--- src/sv/fkvcp_pkg.sv ---
// fkvcp_pkg: constants, types and key table for the framed key/value command parser
// no dependencies; used by framed_key_value_command_parser
package fkvcp_pkg;

  // frame capacity in data bytes, markers excluded
  localparam int MAX_FRAME_BYTES = 128;
  // room kept for the terminator
  localparam int FRAME_SPARE     = 4;
  localparam int FRAME_LEN_W     = $clog2(MAX_FRAME_BYTES + 1);

  localparam int BYTE_W   = 8;
  localparam int VALUE_W  = 16;
  localparam int NUM_TGT  = 3;
  localparam int NUM_KEYS = 4;
  localparam int KEY_MAX_LEN = 10;
  localparam int KEY_POS_W   = 4;
  localparam logic [KEY_POS_W-1:0] KEY_POS_MAX = '1;

  // byte codes
  localparam logic [BYTE_W-1:0] CH_OPEN  = 8'h3C;  // '<'
  localparam logic [BYTE_W-1:0] CH_CLOSE = 8'h3E;  // '>'
  localparam logic [BYTE_W-1:0] CH_EQ    = 8'h3D;  // '='
  localparam logic [BYTE_W-1:0] CH_NL    = 8'h0A;  // newline
  localparam logic [BYTE_W-1:0] CH_SP    = 8'h20;
  localparam logic [BYTE_W-1:0] CH_TAB   = 8'h09;
  localparam logic [BYTE_W-1:0] CH_VT    = 8'h0B;
  localparam logic [BYTE_W-1:0] CH_FF    = 8'h0C;
  localparam logic [BYTE_W-1:0] CH_CR    = 8'h0D;
  localparam logic [BYTE_W-1:0] CH_PLUS  = 8'h2B;
  localparam logic [BYTE_W-1:0] CH_MINUS = 8'h2D;
  localparam logic [BYTE_W-1:0] CH_ZERO  = 8'h30;
  localparam logic [BYTE_W-1:0] CH_NINE  = 8'h39;

  // parse phase within a line
  typedef enum logic [1:0] {
    PH_KEY  = 2'd0,
    PH_LEAD = 2'd1,
    PH_DIG  = 2'd2,
    PH_SKIP = 2'd3
  } phase_t;

  // key index doubles as write target; the end key selects no target
  typedef enum logic [1:0] {
    TGT_LEFT  = 2'd0,
    TGT_RIGHT = 2'd1,
    TGT_AUTO  = 2'd2,
    TGT_NONE  = 2'd3
  } target_t;

  localparam int KEY_END = 3;

  localparam logic [BYTE_W-1:0] KEY_TEXT [NUM_KEYS][KEY_MAX_LEN] = '{
    '{"l", "M", "o", "t", "o", "r", 8'h00, 8'h00, 8'h00, 8'h00},
    '{"r", "M", "o", "t", "o", "r", 8'h00, 8'h00, 8'h00, 8'h00},
    '{"a", "u", "t", "o", "n", "o", "m", "o", "u", "s"},
    '{"e", "n", "d", 8'h00, 8'h00, 8'h00, 8'h00, 8'h00, 8'h00, 8'h00}
  };

  localparam logic [KEY_POS_W-1:0] KEY_LEN [NUM_KEYS] = '{4'd6, 4'd6, 4'd10, 4'd3};

  // character of key k at position pos, zero beyond the table
  function automatic logic [BYTE_W-1:0] key_char(input int k, input logic [KEY_POS_W-1:0] pos);
    logic [BYTE_W-1:0] c;
    c = '0;
    if (pos < KEY_POS_W'(KEY_MAX_LEN)) begin
      c = KEY_TEXT[k][pos];
    end
    return c;
  endfunction

endpackage

--- src/sv/framed_key_value_command_parser.sv ---
// framed_key_value_command_parser: byte-stream parser for <key=value\n ...> command frames
// depends on fkvcp_pkg (constants, key table, phase and target types)
//
// Takes one ASCII byte per transaction and returns one result transaction per byte.
// Bytes are ignored until '<' opens a frame; inside, key=value lines set the left
// motor, right motor and autonomous values, the key "end" stops parsing, and '>'
// commits the values written in the frame at once (out_tlast high) or, when the
// frame held more than MAX_FRAME_BYTES-4 data bytes, commits nothing and flags
// overflow. Values decode like atoi into 16 bits that wrap. A byte is accepted in
// every cycle while results are taken; its result goes from the input register
// to the result register through the one-byte parse step between them. While
// a result waits for out_tready one more byte is taken into the input register,
// after which in_tready stays low until the waiting result leaves.
module framed_key_value_command_parser (
  input  logic        clk,
  input  logic        rst_n,
  input  logic        in_tvalid,
  output logic        in_tready,
  input  logic [7:0]  in_tdata,   // [7:0] rx_byte
  output logic        out_tvalid,
  input  logic        out_tready,
  output logic [39:0] out_tdata,  // [15:0] left_motor, [31:16] right_motor,
                                  // [32] autonomous_on, [39:33] zero
  output logic        out_tlast,  // frame_done
  output logic [1:0]  out_tuser   // [0] frame_overflow, [1] receiving
);

  localparam int BW = fkvcp_pkg::BYTE_W;
  localparam int VW = fkvcp_pkg::VALUE_W;
  localparam int LW = fkvcp_pkg::FRAME_LEN_W;
  localparam int PW = fkvcp_pkg::KEY_POS_W;
  localparam int NT = fkvcp_pkg::NUM_TGT;
  localparam int NK = fkvcp_pkg::NUM_KEYS;

  // handshake and pipeline registers
  logic          s1_vld_r;
  logic [BW-1:0] s1_byte_r;
  logic          out_vld_r;
  logic [VW-1:0] out_left_r, out_right_r;
  logic          out_auto_r, out_done_r, out_ovf_r, out_recv_r;
  logic          out_free;
  logic          s1_fire;

  // parser state
  logic                 in_frame_r, in_frame_nxt;
  fkvcp_pkg::phase_t    phase_r, phase_nxt;
  logic [NK-1:0]        mask_r, mask_nxt;
  logic [PW-1:0]        kpos_r, kpos_nxt;
  fkvcp_pkg::target_t   tgt_r, tgt_nxt;
  logic [VW-1:0]        acc_r, acc_nxt;
  logic                 neg_r, neg_nxt;
  logic [VW-1:0]        pend_r [NT];
  logic [VW-1:0]        pend_nxt [NT];
  logic [NT-1:0]        pwr_r, pwr_nxt;
  logic                 end_r, end_nxt;
  logic [LW-1:0]        flen_r, flen_nxt;
  logic [VW-1:0]        com_r [NT];
  logic [VW-1:0]        com_nxt [NT];
  logic                 done_nxt, ovf_nxt;

  // pipeline flow
  assign out_free  = !out_vld_r || out_tready;
  assign s1_fire   = s1_vld_r && out_free;
  assign in_tready = !s1_vld_r || out_free;

  // one parse step for the byte in the input register
  always_comb begin
    logic [BW-1:0] b;
    logic          is_digit, is_blank;
    logic [VW-1:0] acc_dig, fin_val;
    int            hit;
    b        = s1_byte_r;
    is_digit = (b >= fkvcp_pkg::CH_ZERO) && (b <= fkvcp_pkg::CH_NINE);
    is_blank = (b == fkvcp_pkg::CH_SP) || (b == fkvcp_pkg::CH_TAB) ||
               (b == fkvcp_pkg::CH_VT) || (b == fkvcp_pkg::CH_FF) ||
               (b == fkvcp_pkg::CH_CR);
    // accum * 10 + digit, wrapping at 16 bits
    acc_dig  = {acc_r[VW-4:0], 3'b000} + {acc_r[VW-2:0], 1'b0} + {{(VW-4){1'b0}}, b[3:0]};
    fin_val  = neg_r ? (VW'(0) - acc_r) : acc_r;
    hit      = -1;

    in_frame_nxt = in_frame_r;
    phase_nxt    = phase_r;
    mask_nxt     = mask_r;
    kpos_nxt     = kpos_r;
    tgt_nxt      = tgt_r;
    acc_nxt      = acc_r;
    neg_nxt      = neg_r;
    pwr_nxt      = pwr_r;
    end_nxt      = end_r;
    flen_nxt     = flen_r;
    done_nxt     = 1'b0;
    ovf_nxt      = 1'b0;
    for (int i = 0; i < NT; i++) begin
      pend_nxt[i] = pend_r[i];
      com_nxt[i]  = com_r[i];
    end

    if (!in_frame_r) begin
      // idle between frames: wait for the opening marker
      if (b == fkvcp_pkg::CH_OPEN) begin
        in_frame_nxt = 1'b1;
      end
    end else if (b == fkvcp_pkg::CH_CLOSE) begin
      // closing marker: commit or flag overflow
      if (flen_r > LW'(fkvcp_pkg::MAX_FRAME_BYTES - fkvcp_pkg::FRAME_SPARE)) begin
        ovf_nxt = 1'b1;
      end else begin
        if (!end_r && (phase_r != fkvcp_pkg::PH_KEY) && (tgt_r != fkvcp_pkg::TGT_NONE)) begin
          pend_nxt[tgt_r] = fin_val;
          pwr_nxt[tgt_r]  = 1'b1;
        end
        for (int i = 0; i < NT; i++) begin
          if (pwr_nxt[i]) begin
            com_nxt[i] = pend_nxt[i];
          end
        end
        done_nxt = 1'b1;
      end
      in_frame_nxt = 1'b0;
    end else begin
      // data byte inside a frame
      if (flen_r < LW'(fkvcp_pkg::MAX_FRAME_BYTES)) begin
        flen_nxt = flen_r + LW'(1);
      end
      if (!end_r) begin
        if (phase_r == fkvcp_pkg::PH_KEY) begin
          if (b == fkvcp_pkg::CH_EQ) begin
            // first live candidate whose length matches
            for (int i = NK - 1; i >= 0; i--) begin
              if (mask_r[i] && (kpos_r == fkvcp_pkg::KEY_LEN[i])) begin
                hit = i;
              end
            end
            if (hit == fkvcp_pkg::KEY_END) begin
              end_nxt = 1'b1;
            end else begin
              tgt_nxt   = (hit >= 0) ? fkvcp_pkg::target_t'(hit[1:0]) : fkvcp_pkg::TGT_NONE;
              acc_nxt   = '0;
              neg_nxt   = 1'b0;
              phase_nxt = fkvcp_pkg::PH_LEAD;
            end
          end else begin
            // drop candidates that disagree at this position
            for (int i = 0; i < NK; i++) begin
              if ((kpos_r >= fkvcp_pkg::KEY_LEN[i]) || (fkvcp_pkg::key_char(i, kpos_r) != b)) begin
                mask_nxt[i] = 1'b0;
              end
            end
            if (kpos_r != fkvcp_pkg::KEY_POS_MAX) begin
              kpos_nxt = kpos_r + PW'(1);
            end
          end
        end else if (b == fkvcp_pkg::CH_NL) begin
          // end of line: store the value, start the next key
          if (tgt_r != fkvcp_pkg::TGT_NONE) begin
            pend_nxt[tgt_r] = fin_val;
            pwr_nxt[tgt_r]  = 1'b1;
          end
          tgt_nxt   = fkvcp_pkg::TGT_NONE;
          acc_nxt   = '0;
          neg_nxt   = 1'b0;
          phase_nxt = fkvcp_pkg::PH_KEY;
          mask_nxt  = '1;
          kpos_nxt  = '0;
        end else begin
          unique case (phase_r)
            fkvcp_pkg::PH_LEAD: begin
              if (is_blank) begin
                phase_nxt = fkvcp_pkg::PH_LEAD;
              end else if ((b == fkvcp_pkg::CH_PLUS) || (b == fkvcp_pkg::CH_MINUS)) begin
                neg_nxt   = (b == fkvcp_pkg::CH_MINUS);
                phase_nxt = fkvcp_pkg::PH_DIG;
              end else if (is_digit) begin
                acc_nxt   = acc_dig;
                phase_nxt = fkvcp_pkg::PH_DIG;
              end else begin
                phase_nxt = fkvcp_pkg::PH_SKIP;
              end
            end
            fkvcp_pkg::PH_DIG: begin
              if (is_digit) begin
                acc_nxt = acc_dig;
              end else begin
                phase_nxt = fkvcp_pkg::PH_SKIP;
              end
            end
            default: begin
              phase_nxt = phase_r;
            end
          endcase
        end
      end
    end

    // frame open or close starts a clean parse
    if ((!in_frame_r && (b == fkvcp_pkg::CH_OPEN)) ||
        (in_frame_r && (b == fkvcp_pkg::CH_CLOSE))) begin
      phase_nxt = fkvcp_pkg::PH_KEY;
      mask_nxt  = '1;
      kpos_nxt  = '0;
      tgt_nxt   = fkvcp_pkg::TGT_NONE;
      acc_nxt   = '0;
      neg_nxt   = 1'b0;
      pwr_nxt   = '0;
      end_nxt   = 1'b0;
      flen_nxt  = '0;
      for (int i = 0; i < NT; i++) begin
        pend_nxt[i] = '0;
      end
    end
  end

  // input register
  always_ff @(posedge clk) begin
    if (!rst_n) begin
      s1_vld_r <= 1'b0;
    end else if (in_tready) begin
      s1_vld_r <= in_tvalid;
    end
    if (in_tready && in_tvalid) begin
      s1_byte_r <= in_tdata;
    end
  end

  // parser state update
  always_ff @(posedge clk) begin
    if (!rst_n) begin
      in_frame_r <= 1'b0;
      phase_r    <= fkvcp_pkg::PH_KEY;
      mask_r     <= '1;
      kpos_r     <= '0;
      tgt_r      <= fkvcp_pkg::TGT_NONE;
      acc_r      <= '0;
      neg_r      <= 1'b0;
      pwr_r      <= '0;
      end_r      <= 1'b0;
      flen_r     <= '0;
      for (int i = 0; i < NT; i++) begin
        pend_r[i] <= '0;
        com_r[i]  <= '0;
      end
    end else if (s1_fire) begin
      in_frame_r <= in_frame_nxt;
      phase_r    <= phase_nxt;
      mask_r     <= mask_nxt;
      kpos_r     <= kpos_nxt;
      tgt_r      <= tgt_nxt;
      acc_r      <= acc_nxt;
      neg_r      <= neg_nxt;
      pwr_r      <= pwr_nxt;
      end_r      <= end_nxt;
      flen_r     <= flen_nxt;
      for (int i = 0; i < NT; i++) begin
        pend_r[i] <= pend_nxt[i];
        com_r[i]  <= com_nxt[i];
      end
    end
  end

  // result register
  always_ff @(posedge clk) begin
    if (!rst_n) begin
      out_vld_r <= 1'b0;
    end else if (out_free) begin
      out_vld_r <= s1_vld_r;
    end
    if (s1_fire) begin
      out_left_r  <= com_nxt[fkvcp_pkg::TGT_LEFT];
      out_right_r <= com_nxt[fkvcp_pkg::TGT_RIGHT];
      out_auto_r  <= (com_nxt[fkvcp_pkg::TGT_AUTO] != '0);
      out_done_r  <= done_nxt;
      out_ovf_r   <= ovf_nxt;
      out_recv_r  <= in_frame_nxt;
    end
  end

  assign out_tvalid = out_vld_r;
  assign out_tdata  = {7'd0, out_auto_r, out_right_r, out_left_r};
  assign out_tlast  = out_done_r;
  assign out_tuser  = {out_recv_r, out_ovf_r};

  // a close transaction never reports both commit and overflow
  a_done_ovf_excl: assert property (@(posedge clk) disable iff (!rst_n)
    out_vld_r |-> !(out_done_r && out_ovf_r))
    else $error("commit and overflow flagged together");

  // a closed frame leaves the parser outside any frame
  a_close_not_recv: assert property (@(posedge clk) disable iff (!rst_n)
    (out_vld_r && (out_done_r || out_ovf_r)) |-> !out_recv_r)
    else $error("receiving after frame close");

  // outside a frame the length count is clear
  a_len_idle: assert property (@(posedge clk) disable iff (!rst_n)
    !in_frame_r |-> (flen_r == '0))
    else $error("frame length not cleared outside frame");

  // end key only seen inside a frame
  a_end_in_frame: assert property (@(posedge clk) disable iff (!rst_n)
    end_r |-> in_frame_r)
    else $error("end key flag outside frame");

  // length count saturates at capacity
  a_len_sat: assert property (@(posedge clk) disable iff (!rst_n)
    flen_r <= LW'(fkvcp_pkg::MAX_FRAME_BYTES))
    else $error("frame length beyond capacity");

endmodule

--- config.mk ---
export PLATFORM = sky130hd
export DESIGN_NAME = framed_key_value_command_parser
export DESIGN_NICKNAME = d
export VERILOG_FILES = /design/src/sv/fkvcp_pkg.sv /design/src/sv/framed_key_value_command_parser.sv
export SDC_FILE = /design/constraint.sdc
export NUM_CORES = 1
export LEC_CHECK = 0
export BUFFER_PORTS_ARGS = -buffer_cell sky130_fd_sc_hd__buf_4
export CORE_MARGIN = 2
export CORE_UTILIZATION = 52
export CTS_CLUSTER_SIZE = 16
export DETAILED_ROUTE_END_ITERATION = 8
export PLACE_DENSITY = 0.72
export SYNTH_ARGS = -nofsm -noshare
export SYNTH_HDL_FRONTEND = slang
export SYNTH_SLANG_ARGS = --single-unit
--- constraint.sdc ---
create_clock -name clk -period 12.45 [get_ports clk]
set_input_delay 0.6225 -clock clk [delete_from_list [all_inputs] [get_ports clk]]
set_output_delay 0.6225 -clock clk [all_outputs]
set_load 0.05 [all_outputs]
==> flow_summary.toml, run 1 <==
[clock_tree]
number_of_buffers_added_by_the_clock_tree_synthesis_step = 17
cts_sinks = 184
cts_tree = "done"
clockBufferDepth = 2
clkLatencyLatePin_ns = 0.44
cts.root.buffer_cell = "clkbuf_16"
cts_hold_buf = 0
cts_resized = 0
clk_pin_slew_ns = 0.08
post_cts.repair.setup_buffers = 0
h_tree_depth_reported_by_cts = 4

[route]
postRouteAntennaNets = 0
wl_met3_um = 1342
routed-wl-met2_um = 11450
topRoutingLayerUsed = "met4"
first_pass_iters = 7
m1WireLength_um = 10680
route.final.wire_length_um = 23880
first_iter_violations = 753
number_of_remaining_drc_errors = 0
vias = 7754
wl_per_cell_um = 18.01
viasPerCell = 5.848

[grt]
first_global_vias = 7291
first_pass_grt_wire_length_um = 38780
global_route.overflow_total = 0
grt_max_degree = 49
grt_util_all_layers_pct = 22.97
antenna_violations_before_repair = 0

[sta]
timing.max_slew.rel_slack_pct = 19.52
achievable-frequency_mhz = 292.0
grt_setup_unrepaired = "no"
setup_violations = 0
report.final.hold_viol_count = 0
fin_tns_setup_ns = 0
slew_violations = 0
part_of_the_cycle_the_worst_path_needs_pct = 27.51
worst_pin_slew_ns = 1.206
clock_skew_ns = 0.01441
min_period_ns = 3.424

[placement]
place_inst = 1294
io_buffers = 49
dp_hpwl_um = 15680
routability_congestion_estimate_from_global_placement = 0.9394

[setup_path]
worst-setup-path-type = "flip-flop to flip-flop"
r2r-start = "s1_byte_r[5]"
crit_path_max_fanout = 28
start_kind = "flip-flop"
arrival_time_worst_endpoint_ns = 3.72
endpoint_kind = "flip-flop"
timing.rr.end = "com_r[0][14]"
endpoint = "com_r[0][14]"
worst-r2r-cell-count = 7
setup.worst_path.start = "s1_byte_r[5]"
ff2ff_setup_slack_ns = 9.03
critical_path_required_ns = 12.74

[power]
static-leakage-power_uw = 0.004196
power_report.internal_total_uw = 997.6
vdd.ir_drop.worst_v = 0.0001017
seq_power_share_pct = 53.3
net_switching_component_of_the_power_uw = 318.3
switching_fraction_of_total_power_pct = 24.19
power-per-cell-area_mw_per_mm2 = 114.9
clockPowerShare_pct = 39.8
power.total_uw = 1316
comb_power_share_pct = 7.0

[synth]
async_flop_share_pct = 0
synth_warnings = 0
synth_seq_cells = 184
synth_ff_type = "edfxtp_1"
synth_seq_area_share_pct = 49.08
number_of_enable_flip_flop_cells_after_synthesis = 140
synthDistinctLibCells = 82
syn-instance-count = 1033
post_synth_instance_area_sq_mm = 0.01036
synth_area_per_cell_sq_um = 10.03

[run]
max_cap_viol = 0

[layout]
regArea_sq_mm = 0.005085
area_growth_syn_to_layout_pct = 10.57
num-fill-cells = 1721
antenna_cells = 0
most-common-layout-cells = "nor2_1, edfxtp_1, nand2_1"
layout-drive-gt1-share_pct = 12.91
nNetsFinal = 1100
area_of_the_multi_input_gates_sq_mm = 0.004895
final_cell_count_no_fill = 1326

[floorplanning]
die-height_um = 145.2
design.die.area_sq_mm = 0.02107
starting_density_of_the_core_pct = 53.06
core_area_sq_mm = 0.01953
die_width_um = 145.2
rows = 51
ioPinCount = 57

[worst_hold_path]
min_from = "in_tdata[3]"
worstHoldPathType = "primary input to flip-flop"

[run_status]
run_status = "complete, no violations"
[logic make-up after synthesis]
logic type | synth area share, %
adders and majority gates | 4.975
and+or+nand+nor | 17.63
xor gates and xnor gates | 4.480
AOI/OAI and AO/OA | 18.23
buffers and inverters | 4.263
other | 0.03619
DFF | 49.08
muxes | 1.304
[metal layers]
layer / global-route usage [%] / vias up
li1: - / 3809
met1: 31.84 / 3682
met2: 37.21 / 231
met3: 4.308 / 32
met4: 6.373 / 0
met5: 0 / -
[power groups by stage]
stage	sequential [uW]	combinational, uW	clock, uW
6_report	701	91.9	523
2_1_floorplan	727	52.4	0
5_1_grt	704	98.9	557
4_1_cts	701	92.1	529
3_5_place_dp	714	91.9	0
3_3_place_gp	713	90.9	0
[registers in the layout, indices dropped and copies added (netlist names), 2 cells and up]
name and flops:
com_r 48, pend_r 48, acc_r 16, out_left_r 16
out_right_r 16, flen_r 8, s1_byte_r 8, kpos_r 4
mask_r 4, pwr_r 3, phase_r 2, tgt_r 2
[final cells by class]
| cell class | count | area share (%) |
|---|---|---|
| flip-flops and latches | 184 | 44.39 |
| multi-input cells | 754 | 42.73 |
| clock buffers | 21 | 4.216 |
| repair buffers | 63 | 4.128 |
| well taps | 265 | 2.894 |
| inverters | 28 | 0.9174 |
| clock inverters | 11 | 0.7318 |
[stage by stage]
| stage | utilization, % | cell area (sq um) | setup slack [ns] | hold slack [ns] |
|---|---|---|---|---|
| final | 58.67 | 11460 | 9.026 | 0.3538 |
| after global routing | 58.67 | 11460 | 8.688 | 0.3325 |
| after CTS | 58.67 | 11460 | 9.036 | 0.3410 |
| after detailed placement | 55.77 | 10890 | 9.054 | 0.4425 |
| after global placement | 55.77 | 10890 | 9.090 | 0.4338 |
| after floorplan | - | 10380 | 7.159 | 0.4186 |
[worst min path at each step]
stage | endpoint | cells after the start | slack, ns
floorplan | mask_r[3] | 1 | 0.42
global placement | mask_r[3] | 1 | 0.43
detailed placement | mask_r[2] | 1 | 0.44
CTS | s1_byte_r[3] | 1 | 0.34
global route | s1_byte_r[4] | 1 | 0.33
finish | s1_byte_r[3] | 1 | 0.35
[synth_stat cells, types with 11 or more instances]
master    instances  area, sq um
nor3_1           16        80.08
nand3_1          25        125.1
nor2b_1          38        237.7
nor2_1          144        540.5
nand2_1          76        285.3
a211oi_1         71        533.0
a21o_1           16        120.1
inv_1            28        105.1
a21oi_1          58        290.3
ha_1             38        475.5
dfxtp_1          44        880.8
and3_1           12        75.07
edfxtp_1        140         4204
clkbuf_1         48        180.2
xor2_1           21        183.9
buf_4            11        82.58
o21ai_0          50        250.2
xnor2_1          19        166.4
[critical path, cell delays in order, from the launching register on]
cell,delay [ns]
edfxtp_1,0.54
nand4bb_1,0.45
nor3_1,0.79
and2_1,0.43
o21ai_2,0.39
a211oi_1,0.40
a21o_1,0.14
nor2b_1,0.12
(Power assumes the default switching activity.)
==> inputs of run 2 (changes only) <==
- PLACE_DENSITY: 0.72 -> 0.74
- clock period: 12.45 -> 3 ns (I/O delays scaled with it)
==> flow_summary.toml, run 2 (same netlist as run 1, synthesis figures left out) <==
[sta]
achievable-frequency_mhz = 358.0
clock_skew_ns = 0.01311
slew_violations = 0
timing.max_slew.rel_slack_pct = 27.01
fin_tns_setup_ns = 0
setup_violations = 0
part_of_the_cycle_the_worst_path_needs_pct = 93.10
report.final.hold_viol_count = 0
worst_pin_slew_ns = 1.095
fin_worst_hold_slack_ns = 0.01428
min_period_ns = 2.793
grt_setup_unrepaired = "no"

[setup_path]
timing.rr.end = "out_auto_r"
setup.worst_path.start = "acc_r[7]"
worst-path-buf-inv = 0
cp.depth = 7
crit_path_cell_trace = "or4_4 > o41ai_2 > xor2_2 > a211oi_1 > a21oi_1 > a21boi_1 > nand4_1"
r2r-start = "acc_r[7]"
endpoint = "out_auto_r"
path_delay_family = "compound AO/OA/AOI/OAI gates"
crit_path_max_fanout = 7
critPathMaxStageDelay_ns = 0.62
start_kind = "flip-flop"
cell_type_of_the_slowest_stage_on_the_worst_timing_path = "or4_4"
critical_path_required_ns = 3.17
worst-r2r-cell-count = 7
arrival_time_worst_endpoint_ns = 2.96
endpoint_kind = "flip-flop"
worst-setup-path-type = "flip-flop to flip-flop"
ff2ff_setup_slack_ns = 0.21

[clock_tree]
cts_sinks = 184
clkLatencyLatePin_ns = 0.44
number_of_buffers_added_by_the_clock_tree_synthesis_step = 17
cts_tree = "done"
h_tree_depth_reported_by_cts = 4
clockBufferDepth = 2
post_cts.repair.setup_buffers = 0
clk_pin_slew_ns = 0.07
cts.root.buffer_cell = "clkbuf_16"

[route]
first_iter_violations = 682
viasPerCell = 5.819
vias = 8018
number_of_remaining_drc_errors = 0
postRouteAntennaNets = 0
route.final.wire_length_um = 24270
wl_per_cell_um = 17.61
first_pass_iters = 6

[floorplanning]
core_area_sq_mm = 0.01953
design.die.area_sq_mm = 0.02107
die-height_um = 145.2
ioPinCount = 57
starting_density_of_the_core_pct = 53.06
die_width_um = 145.2
rows = 51

[placement]
routability_congestion_estimate_from_global_placement = 0.9145
dp_hpwl_um = 16430
io_buffers = 49
detailed_place.area_sq_mm = 0.01125

[grt]
first_global_vias = 7612
global_route.overflow_total = 0
grt_max_degree = 49
grt_util_all_layers_pct = 23.14
first_pass_grt_wire_length_um = 39080
antenna_violations_before_repair = 0

[worst_hold_path]
worstHoldPathCells = 4
worstHoldPathType = "primary input to flip-flop"

[run]
max_cap_viol = 0

[layout]
num-fill-cells = 1660
layout_top_registers = "com_r: 48 flops, pend_r: 48 flops"
final_area_sq_mm = 0.01190
antenna_cells = 0
layout-drive-gt1-share_pct = 16.17
area_growth_syn_to_layout_pct = 14.83
most-common-layout-cells = "nor2_1, edfxtp_1, buf_4"
nNetsFinal = 1152

[power]
static-leakage-power_uw = 0.004424
vdd.ir_drop.worst_v = 0.0003930
power-per-cell-area_mw_per_mm2 = 458.9

[run_status]
run_status = "complete, no violations"
==> run 2: cell types whose count changed in the layout (fill, tap and decap cells not counted), moves of 2 or more <==
cell / previous run / this run
clkbuf_16: 19 / 17
dlygate4sd3_1: 0 / 9
clkinv_2: 2 / 0
buf_4: 63 / 103
clkinvlp_4: 0 / 3
buf_12: 0 / 3
inv_4: 2 / 0
==> run 2: worst min path at each step <==
stage	end	start
5_1_grt	tgt_r[0]	rst_n
2_1_floorplan	s1_byte_r[0]	in_tdata[0]
3_5_place_dp	s1_byte_r[7]	in_tdata[7]
4_1_cts	out_tvalid	out_tready
3_3_place_gp	s1_byte_r[7]	in_tdata[7]
6_report	out_tvalid	out_tready
==> run 2: report_power, final <==
group / leakage, uW / internal (uW) / total [uW] / switching, uW
clock network: 0.000258 / 1160 / 2150 / 993
logic: 0.00239 / 134 / 418 / 285
registers: 0.00178 / 2850 / 2890 / 42.9
==> run 2: layer usage <==
metal | share of wire [%] | track usage, %
met3 | 6.7 | 4.057
met2 | 46 | 36.60
met1 | 45 | 32.11
met4 | 2.1 | 8.578
met5 | 0 | 0
==> run 2: area by class of cell <==
| class | count | area, sq um | share of cell area [%] |
|---|---|---|---|
| multi-input cells | 754 | 4898 | 41.17 |
| well taps | 265 | 331.6 | 2.787 |
| flip-flops and latches | 184 | 5086 | 42.75 |
| clock buffers | 20 | 436.7 | 3.670 |
| repair buffers | 115 | 923.4 | 7.761 |
| inverters | 28 | 105.1 | 0.8834 |
| clock inverters | 12 | 116.4 | 0.9780 |
==> run 2: tightest hold or removal path: cells and delay by family <==
kind | cells | cell delay, ns
and+or+nand+nor | 3 | 0.19
buffers and inverters | 1 | 0.08
==> run 2: stage by stage <==
step / cells / worst slack, ns / total power (uW) / util [%]
5_1_grt: 1378 / 0.02001 / 5617 / 60.93
3_3_place_gp: 1337 / 0.2363 / 3348 / 57.61
2_1_floorplan: 1039 / 0.05112 / 3234 / -
4_1_cts: 1378 / 0.1093 / 5477 / 60.91
6_report: 1378 / 0.2069 / 5460 / 60.93
3_5_place_dp: 1337 / 0.1259 / 3356 / 57.61
==> run 2: timing repair <==
| item | in CTS | in global routing |
|---|---|---|
| gates resized for setup | 0 | 2 |
| hold buffers | 9 | 0 |
| endpoints found under the hold margin | 9 | 0 |
| endpoints found under the setup margin | 0 | 3 |
